$ cat src/rtl/core/dtp_pkg.sv
// Shared types, phase codes, unit codes and limits for the duration text parser.
`default_nettype none

package dtp_pkg;

    // Scan phase codes
    localparam logic [2:0] PH_LEAD   = 3'd0;  // skipping space and tab
    localparam logic [2:0] PH_WS     = 3'd1;  // skipping any blank before the sign
    localparam logic [2:0] PH_SIGN   = 3'd2;  // sign seen, digit expected
    localparam logic [2:0] PH_DIGITS = 3'd3;
    localparam logic [2:0] PH_GAP    = 3'd4;  // spaces and tabs between number and unit
    localparam logic [2:0] PH_UNIT   = 3'd5;
    localparam logic [2:0] PH_ERR    = 3'd6;

    // Unit scale selectors
    localparam logic [1:0] SCALE_NONE = 2'd0;
    localparam logic [1:0] SCALE_MIN  = 2'd1;
    localparam logic [1:0] SCALE_HOUR = 2'd2;
    localparam logic [1:0] SCALE_DAY  = 2'd3;

    localparam int          UNIT_DEPTH   = 7;
    localparam logic [20:0] LIMIT        = 21'd1000000;
    localparam logic [20:0] SAT_VALUE    = 21'd1000001;
    localparam logic [10:0] HOUR_MINUTES = 11'd60;
    localparam logic [10:0] DAY_MINUTES  = 11'd1440;
    // Largest value that still scales to at most the limit
    localparam logic [20:0] MAX_HOURS    = 21'd16666;
    localparam logic [20:0] MAX_DAYS     = 21'd694;
    localparam logic [20:0] MINUTES_ERR  = '1;

    typedef logic [UNIT_DEPTH-1:0][7:0] letters_t;

    // Parse state of one string
    typedef struct packed {
        logic [2:0]  phase;
        logic [20:0] acc;
        logic        neg;
        letters_t    letters;
        logic [3:0]  len;
    } dtp_str_t;

    // Match the lowered unit letters against the known unit words
    function automatic logic [1:0] unit_scale(input letters_t l, input logic [3:0] n);
        logic [55:0] w;
        logic [1:0]  s;
        begin
            w = {l[0], l[1], l[2], l[3], l[4], l[5], l[6]};
            s = SCALE_NONE;
            case (n)
                4'd1:
                begin
                    if (w[55:48] == "m")      s = SCALE_MIN;
                    else if (w[55:48] == "h") s = SCALE_HOUR;
                    else if (w[55:48] == "d") s = SCALE_DAY;
                end
                4'd2:
                begin
                    if (w[55:40] == "hr") s = SCALE_HOUR;
                end
                4'd3:
                begin
                    if (w[55:32] == "min")      s = SCALE_MIN;
                    else if (w[55:32] == "hrs") s = SCALE_HOUR;
                    else if (w[55:32] == "day") s = SCALE_DAY;
                end
                4'd4:
                begin
                    if (w[55:24] == "mins")      s = SCALE_MIN;
                    else if (w[55:24] == "hour") s = SCALE_HOUR;
                    else if (w[55:24] == "days") s = SCALE_DAY;
                end
                4'd5:
                begin
                    if (w[55:16] == "hours") s = SCALE_HOUR;
                end
                4'd6:
                begin
                    if (w[55:8] == "minute") s = SCALE_MIN;
                end
                4'd7:
                begin
                    if (w == "minutes") s = SCALE_MIN;
                end
                default: s = SCALE_NONE;
            endcase
            return s;
        end
    endfunction

endpackage

`default_nettype wire

$ cat src/rtl/core/dtp_scan.sv
// Character scanner: holds the parse state of the current string.
`default_nettype none

module dtp_scan
    import dtp_pkg::*;
(
    input  wire logic     clk,
    input  wire logic     rst_n,
    input  wire logic     accept,
    input  wire logic [7:0] char_code,
    input  wire logic     last,
    output dtp_str_t      snap        // state after this character
);

    dtp_str_t st_reg;
    dtp_str_t st_next;
    logic     term_reg;
    logic     term_next;

    logic        is_digit;
    logic        is_sp_tab;
    logic        is_blank;
    logic        is_sign;
    logic [3:0]  digit;
    logic [7:0]  lower;
    logic [23:0] acc_x10;

    // Character classes
    always_comb
    begin
        is_digit  = char_code inside {[8'h30:8'h39]};
        is_sp_tab = char_code == 8'h20 || char_code == 8'h09;
        is_blank  = char_code == 8'h20 || (char_code inside {[8'h09:8'h0D]});
        is_sign   = char_code == 8'h2B || char_code == 8'h2D;
        digit     = 4'(char_code - 8'h30);
        lower     = (char_code inside {[8'h41:8'h5A]}) ? (char_code | 8'h20) : char_code;
        acc_x10   = {st_reg.acc, 3'b000} + {2'b00, st_reg.acc, 1'b0} + {20'd0, digit};
    end

    // Next parse state
    always_comb
    begin
        logic take_unit;
        logic start_num;
        take_unit = 1'b0;
        start_num = 1'b0;
        st_next   = st_reg;
        term_next = term_reg;
        if (!term_reg)
        begin
            if (char_code == 8'h00)
            begin
                term_next = 1'b1;
            end
            else
            begin
                case (st_reg.phase)
                    PH_LEAD:
                    begin
                        if (is_sp_tab)      ;
                        else if (is_blank)  st_next.phase = PH_WS;
                        else                start_num = 1'b1;
                    end
                    PH_WS:
                    begin
                        if (!is_blank) start_num = 1'b1;
                    end
                    PH_SIGN:
                    begin
                        if (is_digit)
                        begin
                            st_next.acc   = {17'd0, digit};
                            st_next.phase = PH_DIGITS;
                        end
                        else
                        begin
                            st_next.phase = PH_ERR;
                        end
                    end
                    PH_DIGITS:
                    begin
                        if (is_digit)
                        begin
                            st_next.acc = (acc_x10 > {3'd0, LIMIT}) ? SAT_VALUE : acc_x10[20:0];
                        end
                        else if (is_sp_tab)
                        begin
                            st_next.phase = PH_GAP;
                        end
                        else
                        begin
                            take_unit = 1'b1;
                        end
                    end
                    PH_GAP:
                    begin
                        if (!is_sp_tab) take_unit = 1'b1;
                    end
                    PH_UNIT: take_unit = 1'b1;
                    default: st_next.phase = PH_ERR;
                endcase

                // Sign or first digit after the leading blanks
                if (start_num)
                begin
                    if (is_sign)
                    begin
                        st_next.neg   = char_code == 8'h2D;
                        st_next.phase = PH_SIGN;
                    end
                    else if (is_digit)
                    begin
                        st_next.acc   = {17'd0, digit};
                        st_next.phase = PH_DIGITS;
                    end
                    else
                    begin
                        st_next.phase = PH_ERR;
                    end
                end

                // Unit letter store, length saturates one past the depth
                if (take_unit)
                begin
                    st_next.phase = PH_UNIT;
                    if (st_reg.len < 4'(UNIT_DEPTH))
                        st_next.letters[st_reg.len[2:0]] = lower;
                    if (st_reg.len <= 4'(UNIT_DEPTH))
                        st_next.len = st_reg.len + 4'd1;
                end
            end
        end
    end

    assign snap = st_next;

    // State register, cleared after the last character of a string
    always_ff @(posedge clk or negedge rst_n)
    begin
        if (!rst_n)
        begin
            st_reg   <= '0;
            term_reg <= 1'b0;
        end
        else if (accept)
        begin
            if (last)
            begin
                st_reg   <= '0;
                term_reg <= 1'b0;
            end
            else
            begin
                st_reg   <= st_next;
                term_reg <= term_next;
            end
        end
    end

`ifndef NO_ASSERTIONS
    // A finished string leaves a clean state behind
    a_clear_after_last: assert property (@(posedge clk) disable iff (!rst_n)
        accept && last |=> st_reg.phase == PH_LEAD && st_reg.len == 4'd0 && !term_reg)
        else $error("parse state not cleared after last character");

    // Unit length never passes one beyond the letter store
    a_len_bound: assert property (@(posedge clk) disable iff (!rst_n)
        st_reg.len <= 4'(UNIT_DEPTH + 1))
        else $error("unit length out of range");
`endif

endmodule

`default_nettype wire

$ cat src/rtl/core/dtp_finish.sv
// End-of-string stage: unit match, scaling, range check and result register.
`default_nettype none

module dtp_finish
    import dtp_pkg::*;
(
    input  wire logic  clk,
    input  wire logic  rst_n,
    input  wire logic  load,        // last character taken this cycle
    input  wire dtp_str_t snap,
    output logic       room,        // a new string end can be taken
    output logic       out_valid,
    input  wire logic  out_ready,
    output logic       ok,
    output logic [20:0] minutes
);

    logic       snap_v_reg;
    logic       snap_v_next;
    dtp_str_t   snap_reg;
    logic       out_v_reg;
    logic       out_v_next;
    logic       ok_reg;
    logic       ok_next;
    logic [20:0] min_reg;
    logic [20:0] min_next;

    logic        advance;
    logic [1:0]  sel;
    logic [31:0] product;
    logic        fits;

    assign advance = snap_v_reg && (!out_v_reg || out_ready);
    assign room    = !snap_v_reg || !out_v_reg || out_ready;

    // Scale and check the finished string
    always_comb
    begin
        sel = unit_scale(snap_reg.letters, snap_reg.len);
        case (sel)
            SCALE_MIN:
            begin
                product = {11'd0, snap_reg.acc};
                fits    = 1'b1;
            end
            SCALE_HOUR:
            begin
                product = 32'(snap_reg.acc) * 32'(HOUR_MINUTES);
                fits    = snap_reg.acc <= MAX_HOURS;
            end
            SCALE_DAY:
            begin
                product = 32'(snap_reg.acc) * 32'(DAY_MINUTES);
                fits    = snap_reg.acc <= MAX_DAYS;
            end
            default:
            begin
                product = 32'd0;
                fits    = 1'b0;
            end
        endcase
        ok_next = snap_reg.phase == PH_UNIT && !snap_reg.neg && snap_reg.acc != 21'd0
                  && snap_reg.acc <= LIMIT && fits;
        min_next = ok_next ? product[20:0] : MINUTES_ERR;
    end

    // Valid flags of both stages
    always_comb
    begin
        snap_v_next = load || (snap_v_reg && !advance);
        if (advance)
            out_v_next = 1'b1;
        else if (out_ready)
            out_v_next = 1'b0;
        else
            out_v_next = out_v_reg;
    end

    always_ff @(posedge clk or negedge rst_n)
    begin
        if (!rst_n)
        begin
            snap_v_reg <= 1'b0;
            out_v_reg  <= 1'b0;
        end
        else
        begin
            snap_v_reg <= snap_v_next;
            out_v_reg  <= out_v_next;
        end
    end

    // Payload registers
    always_ff @(posedge clk)
    begin
        if (load)
            snap_reg <= snap;
        if (advance)
        begin
            ok_reg  <= ok_next;
            min_reg <= min_next;
        end
    end

    assign out_valid = out_v_reg;
    assign ok        = ok_reg;
    assign minutes   = min_reg;

`ifndef NO_ASSERTIONS
    // A good result lies in the legal range
    a_ok_range: assert property (@(posedge clk) disable iff (!rst_n)
        out_v_reg && ok_reg |-> min_reg != 21'd0 && min_reg <= LIMIT)
        else $error("valid duration out of range");

    // An error result carries all ones
    a_err_code: assert property (@(posedge clk) disable iff (!rst_n)
        out_v_reg && !ok_reg |-> min_reg == MINUTES_ERR)
        else $error("error result without error code");

    // Both stages full and stalled: no further string end may enter
    a_no_overrun: assert property (@(posedge clk) disable iff (!rst_n)
        snap_v_reg && out_v_reg && !out_ready |-> !room && !load)
        else $error("string end taken with no room");
`endif

endmodule

`default_nettype wire

$ cat src/rtl/core/duration_text_parser_core.sv
// Top level of the duration text parser: stream ports, scanner and end stage.
//
// Use: a duration string such as "30m" or "2 Hours" enters one character per
// transaction on the s_axis channel, with s_axis_tlast on its final character.
// A character code of zero ends the string early; characters after it up to
// the tlast transaction are ignored. Each tlast transaction gives exactly one
// result transaction on m_axis: ok and the duration in minutes, or ok = 0 with
// minutes all ones on any parse error. Nothing comes out for other characters.
// Throughput: one character per cycle while s_axis_tready is high.
// Path: a finished string passes the end-of-string register and then the result
// register, whose valid flag drives m_axis_tvalid.
// Stall: while m_axis_tready is low, one more finished string is held in the
// end-of-string register; after that s_axis_tready falls until the result is
// taken. s_axis_tready follows m_axis_tready through one gate.
// Reset: rst_n low clears the parse state and both valid flags; the block
// accepts characters as soon as reset is released.
`default_nettype none

module duration_text_parser_core
    import dtp_pkg::*;
(
    input  wire logic        clk,
    input  wire logic        rst_n,
    input  wire logic        s_axis_tvalid,
    output logic             s_axis_tready,
    input  wire logic [7:0]  s_axis_tdata,   // [7:0] char_code
    input  wire logic        s_axis_tlast,
    output logic             m_axis_tvalid,
    input  wire logic        m_axis_tready,
    output logic [23:0]      m_axis_tdata    // [0] ok, [21:1] minutes, [23:22] zero
);

    logic        accept;
    dtp_str_t    snap;
    logic        room;
    logic        ok;
    logic [20:0] minutes;

    assign s_axis_tready = room;
    assign accept        = s_axis_tvalid && room;

    dtp_scan u_scan (
        .clk       (clk),
        .rst_n     (rst_n),
        .accept    (accept),
        .char_code (s_axis_tdata),
        .last      (s_axis_tlast),
        .snap      (snap)
    );

    dtp_finish u_finish (
        .clk       (clk),
        .rst_n     (rst_n),
        .load      (accept && s_axis_tlast),
        .snap      (snap),
        .room      (room),
        .out_valid (m_axis_tvalid),
        .out_ready (m_axis_tready),
        .ok        (ok),
        .minutes   (minutes)
    );

    assign m_axis_tdata = {2'b00, minutes, ok};

endmodule

`default_nettype wire

$ cat config.mk
export PLATFORM = sky130hd
export DESIGN_NAME = duration_text_parser_core
export DESIGN_NICKNAME = d
export VERILOG_FILES = /design/src/rtl/core/dtp_pkg.sv /design/src/rtl/core/dtp_scan.sv /design/src/rtl/core/dtp_finish.sv /design/src/rtl/core/duration_text_parser_core.sv
export SDC_FILE = /design/constraint.sdc
export NUM_CORES = 1
export LEC_CHECK = 0
export BUFFER_PORTS_ARGS = -buffer_cell sky130_fd_sc_hd__buf_2
export CELL_PAD_IN_SITES_DETAIL_PLACEMENT = 1
export CELL_PAD_IN_SITES_GLOBAL_PLACEMENT = 1
export CORE_UTILIZATION = 45
export CTS_CLUSTER_DIAMETER = 60
export DETAILED_ROUTE_END_ITERATION = 16
export GPL_TIMING_DRIVEN = 0
export PLACE_DENSITY_LB_ADDON = 0.1
export SLEW_MARGIN = 10
export SYNTH_ARGS = -nofsm -noshare
export SYNTH_HDL_FRONTEND = slang
export SYNTH_SLANG_ARGS = --single-unit
export TNS_END_PERCENT = 20
$ cat constraint.sdc
create_clock -name clk -period 4.81 [get_ports clk]
set_input_delay 0.481 -clock clk [delete_from_list [all_inputs] [get_ports clk]]
set_output_delay 0.481 -clock clk [all_outputs]
set_load 0.01 [all_outputs]
# [Word-level counts from Yosys, hierarchy flattened]
# Index checks and enable logic that the tools add are counted.
[classes] n_eq_ne=33 magnitude_cmp=14 mul=2 addsub=4 mux=57 n_reduce_logical=28
[op_table] op="85-bit two-way mux" n=3
[op_table] op="21-bit two-way mux" n=5
[op_table] op="32-bit by 31-bit equality test with 1-bit output, second input constant" n=3
[op_table] op="24-bit by 23-bit equality test with 1-bit output, second input constant" n=3
[op_table] op="21-bit case mux with 3 select lines" n=1
[op_table] op="60-bit two-way mux" n=1
[op_table] op="56-bit bitwise mux" n=1
[op_table] op="56-bit by 55-bit equality test with 1-bit output, second input constant" n=1
[op_table] op="56-bit two-way mux" n=1
[op_table] op="48-bit by 47-bit equality test with 1-bit output, second input constant" n=1
[op_table] op="21-bit case mux with 2 select lines" n=1
[op_table] op="40-bit by 39-bit equality test with 1-bit output, second input constant" n=1
[op_table] op="25-bit two-way mux" n=1
[op_table] op="24-bit by 22-bit adder with 24-bit output" n=1
[op_table] op="24-bit by 4-bit adder with 24-bit output" n=1
[op_table] op="8-bit demux with 3-bit select" n=1
[op_table] op="8-bit by 6-bit equality test with 1-bit output, second input constant" n=3
[op_table] op="8-bit by 7-bit equality test with 1-bit output, second input constant" n=3
[op_table] op="24-bit by 20-bit greater-than comparator with 1-bit output, second input constant" n=1
[op_table] op="2-bit two-way mux" n=11
[op_table] op="21-bit by 10-bit <= comparator with 1-bit output, second input constant" n=1
[op_table] op="21-bit by 15-bit <= comparator with 1-bit output, second input constant" n=1
[op_table] op="21-bit by 20-bit <= comparator with 1-bit output, second input constant" n=1
[op_table] op="21-bit by 4-bit multiplier with 19-bit output, second input constant" n=1
[op_table] op="40 further kinds" n=90
[word_totals] out_inout_bits=26 register_bits=195 wordCells=165 input_bits=13

# [Longest topological paths before layout]
# Gate-level depths: netlist of run 1.
[logic_depth] ltp_word=13 mapped_depth=17 depth_no_buf=17

# [By module]
# A second synthesis of run 1 with hierarchy kept.
[unflattened] cells_unflattened=1374 area_unflattened_um2=14356.3
[modules_own_cells] mod="dtp_finish" cells_per_inst=660 seq_area_each_um2=3263.1 n_inst=1 area_per_inst_um2=7828.8
[modules_own_cells] mod="dtp_scan" cells_per_inst=708 seq_area_each_um2=2152.1 n_inst=1 area_per_inst_um2=6488.7
[modules_own_cells] mod="duration_text_parser_core" cells_per_inst=6 seq_area_each_um2=0.0 n_inst=1 area_per_inst_um2=38.8

# [Least setup slack after synthesis of run 1]
# No wires, ideal clock.
[synth_timing] path_type="in2reg" from="input port s_axis_tdata[3]" to="register u_finish.snap_reg[73] (netlist name), data pin" setup_slack_ps=461 t_required_ps=4554 setup_ps=256 arrival_time_ps=4093 cell_stages=16 path_buffers=2 cell_sequence="buf_2 > clkinv_1 > fa_1 > inv_1 > ha_1 > a211oi_1 > o21a_1 > and4bb_1 > o21ai_1 > nor2b_1 > xor2_1 > or4b_4 > o21a_4 > and2_1 > buf_6 > a22o_1"
[synth_rtl] element="start, declared" line="duration_text_parser_core.sv:26" text="input wire logic [7:0] s_axis_tdata,"
[synth_rtl] element="end signal, assigned" line="dtp_finish.sv:97" text="snap_reg <= snap;"
[synth_rtl] element="end, declared" line="dtp_finish.sv:20" text="dtp_str_t snap_reg;"

# [Worst setup path in the final report of run 1]
[layout_timing] from="register u_finish.snap_reg[65] (netlist name)" to="register u_finish.min_reg[19] (netlist: u_finish.minutes[19]), data pin"
[layout_via] elab_chain_len=4 word_cells_on_any_way=11 classes_between="mul (2); order compare (3); mux (2); reduce/logical (4)"
[layout_lines] element="branches (longest 4 deep; another with 21-bit by 6-bit multiplier with 16-bit output)"
[layout_lines] element="end signal, assigned" line="dtp_finish.sv:101" text="min_reg <= min_next;"
[layout_lines] element="end, declared" line="dtp_finish.sv:25" text="logic [20:0] min_reg;"
# Several ways; the timed one is not identified.
# A chain may end at the register's enable or synchronous reset.

==> reports/qor.txt, run 1 <==
Outcome -> finished clean
R2R setup slack -> 0.16 ns
M3 GR Usage -> 0.02849
Die Span X -> 177.4 µm
Critical path class -> reg -> reg
Post-Route WL -> 37.15 mm
Synth Area in Compound Gates -> 0.1801
Finished Layout Cells -> 1771
Max FO, Critical Path -> 10
Most Used Layer, Global Route -> met2
Seq/Total Area, Yosys -> 0.3910
Post-CTS Setup Repair Bufs -> 0
Crit path launch -> u_finish.snap_reg[65]$_DFFE_PP_
Drt via density -> 5.809
Worst path depth -> 17
Met2 usage -> 0.4020
Worst R2R Start -> u_finish.snap_reg[65]$_DFFE_PP_
Final net count -> 1555
CP dominant cell by count -> a21o_1
CP Capture Type -> flop
Layout cell share with drive strength beyond 1 -> 0.1116
Setup violations, final -> 0
Critical Path AT -> 4.93 ns
Critical path cell sequence -> ha_1, ha_1, inv_1, fa_1, inv_1, ha_1, fa_1, a21o_1, a21oi_1, o211ai_1, a21o_1, a21o_1, a21o_1, a21oi_1, xnor2_1, mux2i_1, o2111ai_1
Post-Syn Area -> 13850 µm²
Static Leak -> 6.540 nW
CTS buffer count -> 17
Die area -> 31480 µm²
FILL cells -> 3335
Routed Antenna Nets -> 0
Min Clock Period, post-route -> 4.645 ns
Worst rel slew slack -> 0.2245
Reg clk slew, reported paths -> 0.08 ns
Syn Inst Count -> 1311
Max Clock Freq -> 0.2153 GHz
Combinational family with the most area after synthesis -> adder cells
Gpl congestion -> 0.8682
P_sw -> 0.001534 W
Core Area -> 29950 µm²
DRC Markers -> 0
Buffers & Inverters on Critical Path -> 2
Initial DRC count -> 496
Drt wl/cell -> 20.97 µm
Startpoint types -> flop
Clk_lat worst skew -> 0.45 ns
Area Overhead vs Synth -> 9.793%
Hpwl dp -> 28.04 mm
Hold Crit Class -> in -> async
Power Dens Cells -> 305.2 nW/µm²
Pwr Total -> 0.004641 W
Clock root buffer -> clkbuf_16
M1 GR Usage -> 0.3506
Max cap viols -> 0
Fin. max-slew vios -> 0
Slowest Stage Delay on Critical Path -> 0.72 ns
Synth Area per Inst -> 10.56 µm²
Ys flop type -> edfxtp_1
Post-route setup TNS -> 0 ns
Mux contribution to synthesized area -> 0.03379
Gr usage total -> 0.2457
Worst Max-Slew Pin Slew -> 1.163 ns
Asr flop ratio synth -> 0.4513
Sequential Power Share -> 0.421
Period utilization -> 0.9657
First-pass GRT wire length -> 59.64 mm
Critical Path Sink -> u_finish.minutes[19]$_SDFFCE_PN1P_
Final Hold Fails -> 0
Crit-path slowest cell -> edfxtp_1
Initial Util -> 0.4624
TritonCTS clock tree -> done
# rows -> 63
PortBufs -> 34
Via count -> 10290
Reg2reg path depth -> 17
Synth Area in XOR/XNOR -> 0.03469
Worst path top cell family by delay -> adder cells
P_int -> 0.003107 W
Unrepaired setup endpoints after global routing -> yes
Switching portion of total power -> 0.3305
Synth cell types -> 82
Synth Register Bits -> 195
Max clock buf depth -> 2
Yosys warnings -> 0
Part of the power in the clock network -> 0.324
Dpl cells -> 1738
Vias in the first global route -> 10790
R2r endpoint -> u_finish.minutes[19]$_SDFFCE_PN1P_
Layout Skew -> 0.01678 ns
Combinational Power Share -> 0.255
CTS H-tree lvls -> 4
Clock sinks -> 195
Post-synth EDFFs -> 107
Data required time of the critical path -> 5.09 ns
Initial antenna violation count -> 0
Adder-cell share of the synthesized area -> 0.1874
Simple-Gate Fraction of Synth Area -> 0.1268
Largest net degree at the start of global routing -> 62
DR pass1 iterations -> 5
Die Span Y -> 177.4 µm
Final core utilization -> 0.5076
GRT overflow -> 0
Worst hold slack -> 0.05538 ns
Max VDD drop -> 0.2286 mV
Ports -> 39
## cell usage in the layout, fill, tap and decap left out, drive strengths merged, types with 18 or more instances in the layout
cell / netlist / routed
nor2: 56 / 56
xnor2: 41 / 41
nand3: 18 / 18
a22o: 90 / 90
fa: 54 / 54
nor3: 23 / 23
ha: 121 / 121
a21oi: 62 / 62
nand2b: 18 / 18
edfxtp: 107 / 107
dfrtp: 88 / 88
o21ai: 85 / 85
clkbuf: 32 / 50
inv: 98 / 107
buf: 26 / 62
mux2: 30 / 30
nand2: 108 / 108
## per-layer routing
layer / share of wire / vias to the layer above
met2: 0.47 / 153
met1: 0.49 / 5204
met5: 0 / -
met3: 0.031 / 23
met4: 0.0092 / 0
li1: - / 4907
## layout make-up
cell class | instances | area, µm² | share of cell area
Multi-Input combinational cell | 960 | 7816 | 0.5140
Clock inverter | 14 | 183.9 | 0.01210
Timing Repair Buffer | 36 | 227.7 | 0.01498
Sequential cell | 195 | 5415 | 0.3561
Buffer | 58 | 266.5 | 0.01753
Tap cell | 390 | 488.0 | 0.03209
Antenna cell | 1 | 2.502 | 0.0001646
Clock buffer | 18 | 429.2 | 0.02822
Inverter | 99 | 376.6 | 0.02477
## stage by stage
step,cell area (µm²),worst slack [ns]
2_1_floorplan,13850,0.4605
3_3_place_gp,14510,-0.6551
3_5_place_dp,14580,-0.7040
4_1_cts,15190,0.07038
5_1_grt,15200,-0.03368
6_report,15210,0.1650
## kinds of logic (layout without fill, tap and decap cells)
group           Yosys count  in the layout
flops                   195            195
other cells               1              3
fa+ha+maj               175            175
buf+inv                 157            225
mux                      43             43
xor+xnor                 54             54
simple gates            335            335
compound gates          351            351
## timing repair
action                     CTS  global route
gates resized for setup      1             2
setup endpoints to repair   29            29
hold buffers                 0             0
## synth_stat cells, types with 12 or more instances
master | count | share of area
mux2i_1 | 13 | 0.0094
nand2b_1 | 17 | 0.0077
xnor2_1 | 40 | 0.025
nor2_1 | 56 | 0.015
a21oi_1 | 60 | 0.022
a21o_1 | 15 | 0.0081
nand2_1 | 108 | 0.029
mux2_2 | 29 | 0.024
o21ai_0 | 76 | 0.027
nand3_1 | 18 | 0.0065
buf_2 | 22 | 0.0080
a221o_1 | 12 | 0.0087
and3_1 | 12 | 0.0054
fa_1 | 54 | 0.078
xor2_1 | 13 | 0.0082
nand3b_1 | 12 | 0.0065
dfrtp_1 | 88 | 0.16
nor3_1 | 22 | 0.0080
clkbuf_1 | 30 | 0.0081
ha_1 | 121 | 0.11
inv_1 | 97 | 0.026
edfxtp_1 | 107 | 0.23
a22o_1 | 90 | 0.057
o211ai_1 | 13 | 0.0070
## how the worst min path moves through the flow
stage                                          end  depth (start not counted)
CTS                  u_scan.st_reg[26]$_DFFE_PN0P_                          1
finish               u_scan.st_reg[26]$_DFFE_PN0P_                          1
detailed placement  u_finish.out_valid$_DFFE_PN0P_                          1
global route         u_scan.st_reg[26]$_DFFE_PN0P_                          1
global placement    u_finish.out_valid$_DFFE_PN0P_                          1
floorplan           u_finish.out_valid$_DFFE_PN0P_                          0
## power by group through the flow
stage | logic, W | registers (W) | clock network, W
2_1_floorplan | 0.000872 | 0.00196 | 0
3_3_place_gp | 0.00113 | 0.00199 | 0
3_5_place_dp | 0.00118 | 0.00199 | 0
4_1_cts | 0.00119 | 0.00195 | 0.00153
5_1_grt | 0.00132 | 0.00197 | 0.00158
6_report | 0.00119 | 0.00195 | 0.00150
Power figures use the tool's default switching activity.
==> inputs of run 2 (changes only) <==
--- a/config.mk
+++ b/config.mk
@@ -6,8 +6,10 @@
 export NUM_CORES = 1
 export LEC_CHECK = 0
 export BUFFER_PORTS_ARGS = -buffer_cell sky130_fd_sc_hd__buf_2
+export CAP_MARGIN = 10
 export CELL_PAD_IN_SITES_DETAIL_PLACEMENT = 1
 export CELL_PAD_IN_SITES_GLOBAL_PLACEMENT = 1
+export CORE_MARGIN = 5
 export CORE_UTILIZATION = 45
 export CTS_CLUSTER_DIAMETER = 60
 export DETAILED_ROUTE_END_ITERATION = 16
==> run 2 against run 1 <==
Die area grew 9.2%; flip-flop and latch count is the same; setup slack better by 0.091 ns; clock skew shrank 0.0024 ns; cell count rose by 0.56%; non-clock buffer count increased by 4; combinational power about the same; fmax grew 2.0%; critical path type unchanged; largest cell class unchanged; largest power group unchanged.
==> reports/qor.txt, run 2 (synthesis results as in run 1) <==
Unrepaired setup endpoints after global routing -> no
P_int -> 0.003162 W (+1.7%)
Static Leak -> 6.570 nW (+0.45%)
DR pass1 iterations -> 5 (unchanged)
Most common cell after layout, fill and taps aside -> ha_1
Clock sinks -> 195 (unchanged)
Worst R2R Start -> u_finish.snap_reg[67]$_DFFE_PP_
Reg clk slew, reported paths -> 0.08 ns (about the same)
Post-Route WL -> 37.47 mm (+0.87%)
Setup violations, final -> 0 (unchanged)
Reg2reg path depth -> 16 (-1)
Part of the power in the clock network -> 0.334 (+0.010)
Area Overhead vs Synth -> 10.22%
Sequential Power Share -> 0.416 (-0.005)
Power Dens Cells -> 307.6 nW/µm² (+0.78%)
Via count -> 10440 (+1.5%)
Layout cell share with drive strength beyond 1 -> 0.1149 (+0.003290)
Drt wl/cell -> 21.04 µm (+0.31%)
Initial DRC count -> 424 (-15%)
CP Capture Type -> flop
Layout Skew -> 0.01443 ns (-0.002350 ns)
Clock root buffer -> clkbuf_16
Max cap viols -> 0 (unchanged)
Hpwl dp -> 28.07 mm (about the same)
DRC Markers -> 0 (unchanged)
Routed Antenna Nets -> 0 (unchanged)
Worst rel slew slack -> 0.2236 (-0.0009070)
Crit path launch -> u_finish.snap_reg[67]$_DFFE_PP_
Die Span Y -> 185.4 µm (+4.5%)
Gpl congestion -> 0.8706 (+0.28%)
Period utilization -> 0.9468 (-0.01889)
Ports -> 39 (unchanged)
Critical Path AT -> 4.83 ns (-0.10 ns)
Fin. max-slew vios -> 0 (unchanged)
Vias in the first global route -> 10970 (+1.6%)
CTS H-tree lvls -> 4 (unchanged)
Max Clock Freq -> 0.2196 GHz (+2.0%)
Switching portion of total power -> 0.3267 (-0.003821)
Pwr Total -> 0.004696 W (+1.2%)
PortBufs -> 34 (unchanged)
Startpoint types -> flop
Worst hold slack -> 0.1006 ns (+0.04525 ns)
Clk_lat worst skew -> 0.45 ns (about the same)
P_sw -> 0.001534 W (about the same)
Final Hold Fails -> 0 (unchanged)
Initial Util -> 0.4539 (-0.008419)
Max clock buf depth -> 2 (unchanged)
Final net count -> 1559 (+0.26%)
Min Clock Period, post-route -> 4.554 ns (-0.09088 ns)
Largest net degree at the start of global routing -> 55 (-11%)
Outcome -> finished clean
Gr usage total -> 0.2239 (-0.02176)
First-pass GRT wire length -> 60.58 mm (+1.6%)
Drt via density -> 5.861 (+0.91%)
Initial antenna violation count -> 1 (+1)
Die area -> 34390 µm² (+9.2%)
TritonCTS clock tree -> done
Max FO, Critical Path -> 10 (unchanged)
Most frequent cells in the layout -> ha_1 (121), nand2_1 (108), edfxtp_1 (107)
Combinational Power Share -> 0.250 (-0.005)
Die Span X -> 185.4 µm (+4.5%)
CTS buffer count -> 17 (unchanged)
# rows -> 64 (+1.6%)
Data required time of the critical path -> 5.08 ns (about the same)
GRT overflow -> 0 (unchanged)
Core Area -> 30510 µm² (+1.9%)
Critical path class -> reg -> reg
Max VDD drop -> 0.2562 mV (+12%)
Worst Max-Slew Pin Slew -> 1.165 ns (+0.001361 ns)
Hold Crit Class -> in -> async
run 2: changes by cell type in the layout (fill, tap and decap cells not counted):
| cell | change |
|---|---|
| buf_4 | +4 |
| inv_6 | -3 |
| clkinv_4 | +2 |
| buf_12 | +1 |
| buf_16 | -1 |
| bufinv_16 | +1 |
| clkinv_1 | -1 |
| inv_8 | +1 |
run 2: through the flow:
| stage | setup slack, ns | std cells | setup TNS, ns | area (µm²) | utilization |
|---|---|---|---|---|---|
| after CTS | 0.06333 | 1776 | 0 | 15220 | 0.4989 |
| after global placement | -0.6221 | 1742 | -20.13 | 14520 | 0.4759 |
| after global routing | 0.01843 | 1780 | 0 | 15260 | 0.5002 |
| after floorplan | 0.4605 | 1312 | 0 | 13850 | - |
| after detailed placement | -0.6763 | 1744 | -21.93 | 14580 | 0.4779 |
| final | 0.2559 | 1781 | 0 | 15260 | 0.5003 |
run 2: cell type report:
cell class                      count  area [µm²]
Fill cell                        3372       15240
Timing Repair Buffer               40       250.2
Clock inverter                     14       212.7
Buffer                             58       266.5
Tap cell                          396       495.5
Inverter                           99       376.6
Multi-Input combinational cell    960        7816
Sequential cell                   195        5415
Antenna cell                        1       2.502
Clock buffer                       18       429.2
run 2: routing by layer:
layer / track usage / vias up / part of all wire
met1: 0.3289 / 5313 / 0.49
li1: - / 4919 / -
met4: 0.03905 / 0 / 0.0095
met2: 0.3637 / 187 / 0.47
met5: 0 / - / 0
met3: 0.02612 / 20 / 0.031
run 2: final timing paths:
kind	to	slack [ns]
worst max-delay path	u_finish.minutes[19]$_SDFFCE_PN1P_	0.26
worst min-delay path	u_scan.st_reg[19]$_DFFE_PN0P_	0.10
worst max register to register	u_finish.minutes[19]$_SDFFCE_PN1P_	0.26
worst min register to register	u_finish.out_valid$_DFFE_PN0P_	0.49
max in group asynchronous	u_scan.st_reg[76]$_DFFE_PN0P_	4.00
min in group clk	u_finish.out_valid$_DFFE_PN0P_	0.32
run 2: critical path, stage by stage, from the launching register on:
cell	delay [ns]
edfxtp_1	0.71
ha_1	0.34
inv_1	0.13
fa_1	0.45
fa_1	0.51
inv_1	0.04
ha_1	0.33
a21o_1	0.20
a21oi_1	0.25
o211ai_1	0.17
a21o_1	0.21
a21o_1	0.19
a21o_1	0.18
a21oi_1	0.18
xnor2_1	0.18
mux2i_1	0.11
o2111ai_1	0.21
run 2: what timing repair did:
item / 4_1_cts / 5_1_grt
gates resized for setup: 1 / 2
buffers inserted: 0 / 4
setup endpoints to repair: 30 / 27
hold buffers: 0 / 0
endpoints found under the hold margin: 0 / 0
run 2: power by group through the flow:
| stage | Clock (W) | Sequential (W) | Combinational (W) |
|---|---|---|---|
| final | 0.00157 | 0.00195 | 0.00118 |
| after global routing | 0.00166 | 0.00196 | 0.00133 |
| after CTS | 0.00160 | 0.00195 | 0.00118 |
| after detailed placement | 0 | 0.00199 | 0.00117 |
| after global placement | 0 | 0.00199 | 0.00113 |
| after floorplan | 0 | 0.00196 | 0.000872 |
==> inputs of run 3 (changes only) <==
--- a/config.mk
+++ b/config.mk
@@ -15,6 +15,7 @@
 export DETAILED_ROUTE_END_ITERATION = 16
 export GPL_TIMING_DRIVEN = 0
 export PLACE_DENSITY_LB_ADDON = 0.1
+export REMOVE_ABC_BUFFERS = 1
 export SLEW_MARGIN = 10
 export SYNTH_ARGS = -nofsm -noshare
 export SYNTH_HDL_FRONTEND = slang
==> run 3 against run 2 <==
Combinational power about the same; fmax up 1.4%; non-clock buffer count is 38 lower; sequential share of layout area up 0.18 points; clock power decreased by 4%; global-route usage down 1.0 points; via count shrank 2.8%; utilization is 0.25 points lower; hold slack worse by 0.021 ns; critical path depth shrank 1; critical path type is now in -> reg; largest cell class unchanged.
==> reports/qor.txt, run 3 (synthesis results as in run 1) <==
Fin. max-slew vios -> 0 (unchanged)
Startpoint types -> input pin
Clk_lat worst skew -> 0.44 ns (about the same)
Critical Path AT -> 4.68 ns (-0.15 ns)
Period utilization -> 0.9341 (-0.01274)
Final core utilization -> 0.4978 (-0.002543)
Die Span Y -> 185.4 µm (unchanged)
Initial DRC count -> 546 (+29%)
R2r endpoint -> u_finish.minutes[19]$_SDFFCE_PN1P_
Hold Crit Class -> in -> async
FILL cells -> 3348 (-0.71%)
Die area -> 34390 µm² (unchanged)
# rows -> 64 (unchanged)
Pwr Total -> 0.004629 W (-1.4%)
Max VDD drop -> 0.2247 mV (-12%)
Drt via density -> 5.827 (-0.58%)
Hpwl dp -> 26.24 mm (-6.5%)
First-pass GRT wire length -> 58.28 mm (-3.8%)
Most frequent cells in the layout -> ha_1 (121), nand2_1 (107), edfxtp_1 (107)
Layout cell share with drive strength beyond 1 -> 0.1159 (+0.001015)
PortBufs -> 36 (+5.9%)
N_diodes -> 0 (-1)
Die Span X -> 185.4 µm (unchanged)
Worst hold slack -> 0.07944 ns (-0.02119 ns)
Power Dens Cells -> 304.8 nW/µm² (-0.92%)
Static Leak -> 6.523 nW (-0.71%)
CTS buffer count -> 17 (unchanged)
WL met1 -> 17.81 mm (-2.7%)
Worst slack, placed -> -0.6055 ns (+0.07078 ns)
Critical path cell sequence -> buf_2, clkinv_2, fa_1, inv_1, ha_1, a211oi_1, o21a_1, and4bb_1, o21ai_1, nor2b_1, xor2_1, or4b_4, o21a_4, and2_2, a22o_1
R2R setup slack -> 0.38 ns (+0.12 ns)
GRT overflow -> 0 (unchanged)
Gr usage total -> 0.2139 (-0.009983)
Vias in the first global route -> 10660 (-2.8%)
Initial antenna violation count -> 0 (-1)
Worst Max-Slew Pin Slew -> 1.184 ns (+0.01907 ns)
Min Clock Period, post-route -> 4.493 ns (-0.06128 ns)
Data required time of the critical path -> 5.00 ns (-0.08 ns)
Worst R2R Start -> u_finish.snap_reg[61]$_DFFE_PP_
Reg2reg path depth -> 15 (-1)
Initial Util -> 0.4539 (unchanged)
Area Overhead vs Synth -> 9.658%
Critical path class -> in -> reg
Max cap viols -> 0 (unchanged)
Gpl congestion -> 0.8228 (-5.5%)
Crit-path slowest cell -> fa_1
CTS H-tree lvls -> 4 (unchanged)
DRC Markers -> 0 (unchanged)
Most common cell after layout, fill and taps aside -> ha_1
Top Layer Used -> met4
Final Hold Fails -> 0 (unchanged)
Core Area -> 30510 µm² (unchanged)
Slowest Stage Delay on Critical Path -> 0.65 ns (-0.06 ns)
Ports -> 39 (unchanged)
Max FO, Critical Path -> 11 (+1)
Largest net degree at the start of global routing -> 50 (-9.1%)
Met3 wire length -> 746 µm (-35%)
Clock root buffer -> clkbuf_16
Worst path top cell family by delay -> compound AO/OA/AOI/OAI gates
Setup violations, final -> 0 (unchanged)
Outcome -> finished clean
Routed met2 length -> 17.33 mm (-1.9%)
Clock sinks -> 195 (unchanged)
Final worst setup slack -> 0.3171 ns (+0.06128 ns)
Via count -> 10150 (-2.8%)
Layout Skew -> 0.01681 ns (+0.002377 ns)
Unrepaired setup endpoints after global routing -> no
Drt wl/cell -> 20.74 µm (-1.4%)
Post-route setup TNS -> 0 ns (unchanged)
Routed Antenna Nets -> 0 (unchanged)
Buffers & Inverters on Critical Path -> 3 (+1)
Final net count -> 1521 (-2.4%)
Max Clock Freq -> 0.2226 GHz (+1.4%)
Post-Route WL -> 36.12 mm (-3.6%)
CP Capture Type -> flop
TritonCTS clock tree -> done
Max clock buf depth -> 2 (unchanged)
DR pass1 iterations -> 5 (unchanged)
Worst rel slew slack -> 0.2108 (-0.01271)
Reg clk slew, reported paths -> 0.08 ns (about the same)
[run 3: worst max-delay path by stage]
| stage | to | startpoint | cells past startpoint |
|---|---|---|---|
| finish | u_finish.snap_reg[73]$_DFFE_PP_ | s_axis_tdata[3] | 15 |
| global route | u_finish.minutes[19]$_SDFFCE_PN1P_ | u_finish.snap_reg[66]$_DFFE_PP_ | 16 |
| CTS | u_finish.minutes[19]$_SDFFCE_PN1P_ | u_finish.snap_reg[65]$_DFFE_PP_ | 17 |
| detailed placement | u_finish.snap_reg[73]$_DFFE_PP_ | s_axis_tdata[3] | 14 |
| global placement | u_scan.st_reg[63]$_DFFE_PN0P_ | m_axis_tready | 6 |
| floorplan | u_scan.st_reg[63]$_DFFE_PN0P_ | m_axis_tready | 5 |
[run 3: cell type report]
type	count	area (µm²)	area share
multi-input combinational	960	7835	0.5159
sequential	195	5415	0.3566
inverter	99	375.4	0.02472
timing repair buffer	60	447.9	0.02949
clock buffer	17	425.4	0.02801
tap	396	495.5	0.03262
clock inverter	15	192.7	0.01269
[run 3: metal layers]
metal,vias up,global-route usage
met5,-,0
met4,0,0.03435
met3,12,0.02553
met2,97,0.3544
met1,5203,0.3092
li1,4839,-
[run 3: report_power, final]
part / internal, W / total (W) / switching, W
clock: 0.000720 / 0.00151 / 0.000789
combinational: 0.000488 / 0.00116 / 0.000671
sequential: 0.00186 / 0.00196 / 0.0000974
total: 0.00307 / 0.00463 / 0.00156
[run 3: repair_timing]
| action | 4_1_cts | 5_1_grt |
|---|---|---|
| setup endpoints to repair | 19 | 19 |
| endpoints found under the hold margin | 0 | 0 |
| hold buffers | 0 | 0 |
| gates resized for setup | 1 | 3 |
| buffers inserted | 0 | 18 |
[run 3: stage by stage]
stage | instance area (µm²) | cells
finish | 15190 | 1742
global route | 15190 | 1742
CTS | 15030 | 1724
detailed placement | 14410 | 1692
global placement | 14260 | 1686
floorplan | 13590 | 1254
